$ cat src/hw/rtl/srdq_pkg.sv
// shared types and constants for the shift register deque
`default_nettype none

package srdq_pkg;

  // number of cells in the chain
  localparam int DEPTH = 16;
  // width of the fill count, wide enough to hold DEPTH itself
  localparam int CNT_W = $clog2(DEPTH + 1);
  // width of the capacity register field
  localparam int CAP_W = 5;
  // common width for comparing the count against the capacity
  localparam int CMP_W = (CNT_W > CAP_W) ? CNT_W : CAP_W;
  localparam int DATA_W = 32;

  localparam logic [CAP_W-1:0] CAP_RESET = 5'd16;

  // request codes
  localparam logic [1:0] REQ_ADD_FRONT = 2'd0;
  localparam logic [1:0] REQ_ADD_END   = 2'd1;
  localparam logic [1:0] REQ_REM_FRONT = 2'd2;
  localparam logic [1:0] REQ_REM_END   = 2'd3;

  // status codes
  localparam logic [1:0] ST_DONE  = 2'd0;
  localparam logic [1:0] ST_FULL  = 2'd1;
  localparam logic [1:0] ST_EMPTY = 2'd2;

  typedef struct packed {
    logic [1:0]               req_type;
    logic signed [DATA_W-1:0] value;
  } in_item_t;

  typedef struct packed {
    logic [1:0]               status;
    logic signed [DATA_W-1:0] removed_value;
    logic [4:0]               item_count;
    logic signed [DATA_W-1:0] front_value;
    logic signed [DATA_W-1:0] back_value;
  } out_item_t;

  // operation broadcast to every cell, at most one bit set
  typedef struct packed {
    logic add_front;
    logic add_end;
    logic rem_front;
    logic rem_end;
  } cell_ctl_t;

endpackage

`default_nettype wire

$ cat src/hw/rtl/srdq_cell.sv
// one cell of the deque chain: a stored value and a tail marker
`default_nettype none

module srdq_cell (
  input  wire logic                              clk,
  input  wire logic                              rst,
  input  wire srdq_pkg::cell_ctl_t               ctl,
  input  wire logic signed [srdq_pkg::DATA_W-1:0] value,
  input  wire logic signed [srdq_pkg::DATA_W-1:0] left_data,
  input  wire logic                              left_tail,
  input  wire logic signed [srdq_pkg::DATA_W-1:0] right_data,
  input  wire logic                              right_tail,
  output logic signed [srdq_pkg::DATA_W-1:0]      data,
  output logic                                   tail,
  output logic signed [srdq_pkg::DATA_W-1:0]      data_next,
  output logic                                   tail_next
);

  // next contents from the neighbors; tail marks the last stored value
  always_comb begin
    data_next = data;
    tail_next = tail;
    if (ctl.add_front) begin
      data_next = left_data;
      tail_next = left_tail;
    end else if (ctl.add_end) begin
      // the cell just past the tail takes the new value
      if (left_tail) begin
        data_next = value;
      end
      tail_next = left_tail;
    end else if (ctl.rem_front) begin
      data_next = right_data;
      tail_next = right_tail;
    end else if (ctl.rem_end) begin
      if (tail) begin
        data_next = '0;
      end
      tail_next = right_tail;
    end
  end

  // cell storage, cleared at reset
  always_ff @(posedge clk) begin
    if (rst) begin
      data <= '0;
      tail <= 1'b0;
    end else begin
      data <= data_next;
      tail <= tail_next;
    end
  end

endmodule

`default_nettype wire

$ cat src/hw/rtl/shift_register_deque_core.sv
// Shift register deque: a chain of cells that all update together on each accepted item.
// Result: registered in the output register when the item is accepted.
// Throughput: one item per cycle while the output is not stalled; every cell loads from its neighbor in parallel.
// Reset: all cells cleared to zero, list empty, capacity set to 16.
`default_nettype none

module shift_register_deque_core (
  input  wire logic                            clk,
  input  wire logic                            rst,
  input  wire logic                            cfg_wr_en,
  input  wire logic [srdq_pkg::CAP_W-1:0]      cfg_wr_data,
  input  wire logic                            in_valid,
  output logic                                 in_stall,
  input  wire srdq_pkg::in_item_t              in_item,
  output logic                                 out_valid,
  input  wire logic                            out_stall,
  output srdq_pkg::out_item_t                  out_item
);

  localparam int D = srdq_pkg::DEPTH;
  localparam int W = srdq_pkg::DATA_W;

  logic [srdq_pkg::CAP_W-1:0] capacity;
  logic [srdq_pkg::CNT_W-1:0] count;
  logic [srdq_pkg::CNT_W-1:0] count_next;
  logic                       accept;
  logic                       empty;
  logic                       full;
  logic [srdq_pkg::CMP_W-1:0] cap_ext;
  logic [srdq_pkg::CMP_W-1:0] cnt_ext;
  logic [srdq_pkg::CMP_W-1:0] eff_cap;
  logic [1:0]                 status;
  logic signed [W-1:0]        removed;
  logic signed [W-1:0]        back_now;
  logic signed [W-1:0]        back_next;
  srdq_pkg::cell_ctl_t        ctl;

  logic signed [W-1:0] cell_data [D];
  logic signed [W-1:0] cell_data_next [D];
  logic                cell_tail [D];
  logic                cell_tail_next [D];

  // output register frees up whenever it is empty or being taken
  assign in_stall = out_valid && out_stall;
  assign accept   = in_valid && !in_stall;

  // capacity limited to the chain depth
  assign cap_ext = srdq_pkg::CMP_W'(capacity);
  assign cnt_ext = srdq_pkg::CMP_W'(count);
  assign eff_cap = (cap_ext > srdq_pkg::CMP_W'(D)) ? srdq_pkg::CMP_W'(D) : cap_ext;
  assign full    = cnt_ext >= eff_cap;
  assign empty   = (count == '0);

  // decode the request into a cell operation and a status
  always_comb begin
    ctl        = '0;
    status     = srdq_pkg::ST_DONE;
    count_next = count;
    unique case (in_item.req_type)
      srdq_pkg::REQ_ADD_FRONT,
      srdq_pkg::REQ_ADD_END: begin
        if (full) begin
          status = srdq_pkg::ST_FULL;
        end else begin
          ctl.add_front = accept && (in_item.req_type == srdq_pkg::REQ_ADD_FRONT);
          ctl.add_end   = accept && (in_item.req_type == srdq_pkg::REQ_ADD_END);
          count_next    = count + 1'b1;
        end
      end
      srdq_pkg::REQ_REM_FRONT,
      srdq_pkg::REQ_REM_END: begin
        if (empty) begin
          status = srdq_pkg::ST_EMPTY;
        end else begin
          ctl.rem_front = accept && (in_item.req_type == srdq_pkg::REQ_REM_FRONT);
          ctl.rem_end   = accept && (in_item.req_type == srdq_pkg::REQ_REM_END);
          count_next    = count - 1'b1;
        end
      end
      default: begin
        status = srdq_pkg::ST_DONE;
      end
    endcase
  end

  // chain of cells, neighbors wired left to right
  for (genvar i = 0; i < D; i++) begin : g_cell
    logic signed [W-1:0] left_d;
    logic                left_t;
    logic signed [W-1:0] right_d;
    logic                right_t;

    if (i == 0) begin : g_first
      assign left_d = in_item.value;
      assign left_t = empty;
    end else begin : g_mid_l
      assign left_d = cell_data[i-1];
      assign left_t = cell_tail[i-1];
    end

    if (i == D - 1) begin : g_last
      assign right_d = '0;
      assign right_t = 1'b0;
    end else begin : g_mid_r
      assign right_d = cell_data[i+1];
      assign right_t = cell_tail[i+1];
    end

    srdq_cell u_cell (
      .clk        (clk),
      .rst        (rst),
      .ctl        (ctl),
      .value      (in_item.value),
      .left_data  (left_d),
      .left_tail  (left_t),
      .right_data (right_d),
      .right_tail (right_t),
      .data       (cell_data[i]),
      .tail       (cell_tail[i]),
      .data_next  (cell_data_next[i]),
      .tail_next  (cell_tail_next[i])
    );
  end

  // back value now and after the update, picked by the tail marker
  always_comb begin
    back_now  = '0;
    back_next = '0;
    for (int i = 0; i < D; i++) begin
      back_now  = back_now  | (cell_tail[i]      ? cell_data[i]      : '0);
      back_next = back_next | (cell_tail_next[i] ? cell_data_next[i] : '0);
    end
  end

  // value taken out by a removal
  always_comb begin
    removed = '0;
    if (status == srdq_pkg::ST_DONE) begin
      if (in_item.req_type == srdq_pkg::REQ_REM_FRONT) begin
        removed = cell_data[0];
      end else if (in_item.req_type == srdq_pkg::REQ_REM_END) begin
        removed = back_now;
      end
    end
  end

  // capacity register and fill count
  always_ff @(posedge clk) begin
    if (rst) begin
      capacity <= srdq_pkg::CAP_RESET;
      count    <= '0;
    end else begin
      if (cfg_wr_en) begin
        capacity <= cfg_wr_data;
      end
      if (accept) begin
        count <= count_next;
      end
    end
  end

  // result register
  always_ff @(posedge clk) begin
    if (rst) begin
      out_valid <= 1'b0;
    end else if (accept) begin
      out_valid <= 1'b1;
    end else if (!out_stall) begin
      out_valid <= 1'b0;
    end
  end

  always_ff @(posedge clk) begin
    if (accept) begin
      out_item.status        <= status;
      out_item.removed_value <= removed;
      out_item.item_count    <= 5'(count_next);
      out_item.front_value   <= (count_next == '0) ? '0 : cell_data_next[0];
      out_item.back_value    <= back_next;
    end
  end

endmodule

`default_nettype wire
$ cat config.mk
export PLATFORM = sky130hd
export DESIGN_NAME = shift_register_deque_core
export DESIGN_NICKNAME = d
export VERILOG_FILES = /design/src/hw/rtl/srdq_pkg.sv /design/src/hw/rtl/srdq_cell.sv /design/src/hw/rtl/shift_register_deque_core.sv
export SDC_FILE = /design/constraint.sdc
export NUM_CORES = 2
export LEC_CHECK = 0
export BUFFER_PORTS_ARGS = -buffer_cell sky130_fd_sc_hd__buf_2
export CORE_UTILIZATION = 25
export CTS_BUF_LIST = sky130_fd_sc_hd__clkbuf_4 sky130_fd_sc_hd__clkbuf_8
export CTS_CLUSTER_SIZE = 24
export DETAILED_ROUTE_END_ITERATION = 6
export PLACE_DENSITY_LB_ADDON = 0.15
export SYNTH_ARGS = -nofsm -noshare
export SYNTH_HDL_FRONTEND = slang
export SYNTH_SLANG_ARGS = --single-unit
$ cat constraint.sdc
create_clock -name clk -period 6.4 [get_ports clk]
set_input_delay 0.64 -clock clk [delete_from_list [all_inputs] [get_ports clk]]
set_output_delay 0.64 -clock clk [all_outputs]
set_load 0.01 [all_outputs]
==> run metrics <==
core area around 0.17 sq mm; clk root buf clkbuf_8; FF+latch area approximately 0.014 sq mm; Hold Crit Class input pin to register; routed wire length about 260 mm; initial core utilization between 20 and 30%; Sum Neg Setup Slack 0 ps; worst endpoint required time 7020 ps; Worst Skew 42.66 ps; port bufs 148; Post-synth ARST share 0%; Hold Startpoint cfg_wr_en; Overflow after GRT 0; syn avg cell area 7.926 sq um; Die Y 417.8 microns; critical path startpoint category register; most common flop cell mapped by yosys dfxtp_1; grt met2 use 42.47%; area occupied by multi-input gates 0.02702 sq mm; H-tree depth 4; Via density 6.359; die area 0.1745 sq mm; CTS Buffer Depth 3; Pre-Repair DR Iteration Count 7; failing checks capacitance limit, slew limit; final worst path period share 80.21%; vias in the first global route between 40,000 and 50,000; Worst Setup EP out_item[8]$_DFFE_PP_; Tot Pwr 0.01239 W; ANT nets after route 0; #FFs+latches synth 642; crit path DAT 5760 ps; Post-CTS Setup Bufs 0; Clock Latency Late Sink 900 ps; largest net degree at the start of global routing 155; Post-Syn Area 0.04321 sq mm; Setup crit start cnt_ext[0]$_SDFFE_PP0P_; library cells used by synthesis 81; busiest grt layer met2; Setup violations, final 0; status finished with violations; Placer Congestion 0.8932; WL/cell 33.55 microns; TritonCTS Buffers 134; Clock Sinks 642; Pins Over Slew Limit 6; PwrDens between 200 and 300 mW/mm^2; Reg2Reg Launch Point cnt_ext[0]$_SDFFE_PP0P_; YS warnings 0; num rows around 150; Slew headroom -1.309%; CTS tree built; Worst Tran Pin Value about 1500 ps; Final min period 5134 ps; Max FO, Critical Path 19; WS Path Type register to register; LEAKAGE 15.46 nW; global-route usage over all layers 28.33%; CP Capture Type register; M3 GR Usage 6.607%; initial antenna violation count 27; vias 48,790; Worst VDD drop approximately 0.00012 V; R2R cell count 11; reg-to-reg slack, setup approximately 1300 ps; Hold Path Depth 2; FILL cells 18,540; Post-DP HPWL between 150 and 200 mm; Mapped Cells 5,452; final hold violations 0; Final #Nets 5,295; DR DRC count 0; chip width 417.8 microns; register area share after synthesis 32.13%; EDFF count, synth 103; met1 usage around 38%; I/O Pins roughly 150; Max-Cap Viols 1; Reg-to-Reg End out_item[8]$_DFFE_PP_; first-pass GRT wire length about 360 mm; f_max just under 200 MHz; layout overhead on the synthesized area 13.76%; Synth Net Count about 5,500; CTS clk-pin slew, worst paths 60 ps; Iteration-0 DRC Markers 7,033; layout cells sized above 1 12.24%; unrepaired setup endpoints after global routing no
## registers in the layout, indices dropped and copies added (netlist names)
signal and count:
g_cell.u_cell.data 512, out_valid 1, cap_ext 5, cnt_ext 5
out_item 103, g_cell.u_cell.tail 16
## cells by family after synthesis
| group | after synthesis | synth area share (%) |
|---|---|---|
| xor+xnor | 3 | 0.06081 |
| mux | 453 | 10.53 |
| fa+ha+maj | 7 | 0.2027 |
| compound gates | 2181 | 35.92 |
| simple gates | 1473 | 14.77 |
| flops | 642 | 32.13 |
| buf+inv | 693 | 6.387 |
## through the flow
step / instances / hold WS (ps) / instance area (sq um) / worst slack, ps / utilization [%]
final: 7673 / 90.96 / 49160 / 1266 / 28.63
after global routing: 7667 / 79.26 / 49150 / 1071 / 28.62
after CTS: 7662 / 34.32 / 49130 / 1445 / 28.61
after detailed placement: 7412 / 482.1 / 46270 / 1202 / 26.95
after global placement: 7412 / 484.4 / 46270 / 1253 / 26.95
after floorplan: 5452 / 452.0 / 43210 / 1697 / -
## cell type report
class,count,share of cell area (%)
clock buffer,206,5.080
multi-input combinational,4117,54.96
tap,2310,5.879
clock inverter,38,0.6134
timing repair buffer,326,4.856
sequential,642,28.35
inverter,23,0.2036
antenna,11,0.05599
## worst min-delay path by stage
stage                               to
2_1_floorplan  cap_ext[0]$_SDFFE_PP0P_
3_3_place_gp   cap_ext[2]$_SDFFE_PP0P_
3_5_place_dp   cap_ext[0]$_SDFFE_PP0P_
4_1_cts        cap_ext[4]$_SDFFE_PP1P_
5_1_grt        cap_ext[4]$_SDFFE_PP1P_
6_report       cap_ext[4]$_SDFFE_PP1P_
## critical path: stages (launching register included)
cell and delay [ps]:
dfxtp_1 460, inv_1 200, ha_1 270, or4b_4 500, nand3_2 700, mux2i_2 370
buf_4 430, or2_2 740, o22ai_1 200, nor4_1 430, o2111ai_1 160, or3_1 360
## synth_stat cells, drive strengths merged (12+ instances only)
cell,instances,share of area (%)
nor2,820,7.1
and2,32,0.46
or3,13,0.19
o221a,14,0.36
a222oi,54,1.3
a31oi,37,0.54
o211ai,40,0.69
o22ai,137,2.0
a21oi,369,4.3
nand4,48,0.69
a221o,55,1.3
inv,22,0.19
o32ai,19,0.39
buf,229,2.4
dfxtp,539,25
or2,15,0.22
nand3,78,0.91
nand2b,13,0.19
a22o,50,1.0
edfxtp,103,7.2
and3,42,0.61
a221oi,130,2.6
a22oi,466,8.1
clkbuf,441,3.8
o221ai,31,0.63
nor4,28,0.41
o21ai,199,2.3
nor3,87,1.0
nand2,255,2.2
mux2i,446,10
a211oi,460,8.0
or4,12,0.21
o2111ai,21,0.43
## per-layer routing
metal	part of all wire [%]	up-vias	routed length, microns
met2	43	3220	110700
met1	41	24080	106800
li1	-	20800	-
met5	0.017	-	43
met4	5.3	8	13720
met3	10	680	26130
## power by group
group	switching (W)	internal, W
sequential	0.000465	0.00443
clock	0.00220	0.00264
combinational	0.00184	0.000805
## repair_timing
action | CTS | global route
endpoints found under the setup margin | 0 | 0
hold endpoints to repair | 6 | 0
hold buffers | 6 | 0
gates resized for setup | 0 | 0
## placed cells by master, fill, tap and decap left out, types with 129 or more instances in the layout
master    count
o22ai_1     137
mux2i_1     432
a211oi_1    460
buf_2       146
clkbuf_8    152
a221oi_1    129
buf_4       150
dfxtp_1     523
nand2_1     255
a21oi_1     367
a22oi_1     466
nor2_1      820
o21ai_0     191
Note: power is estimated with default switching activity, not from simulation.
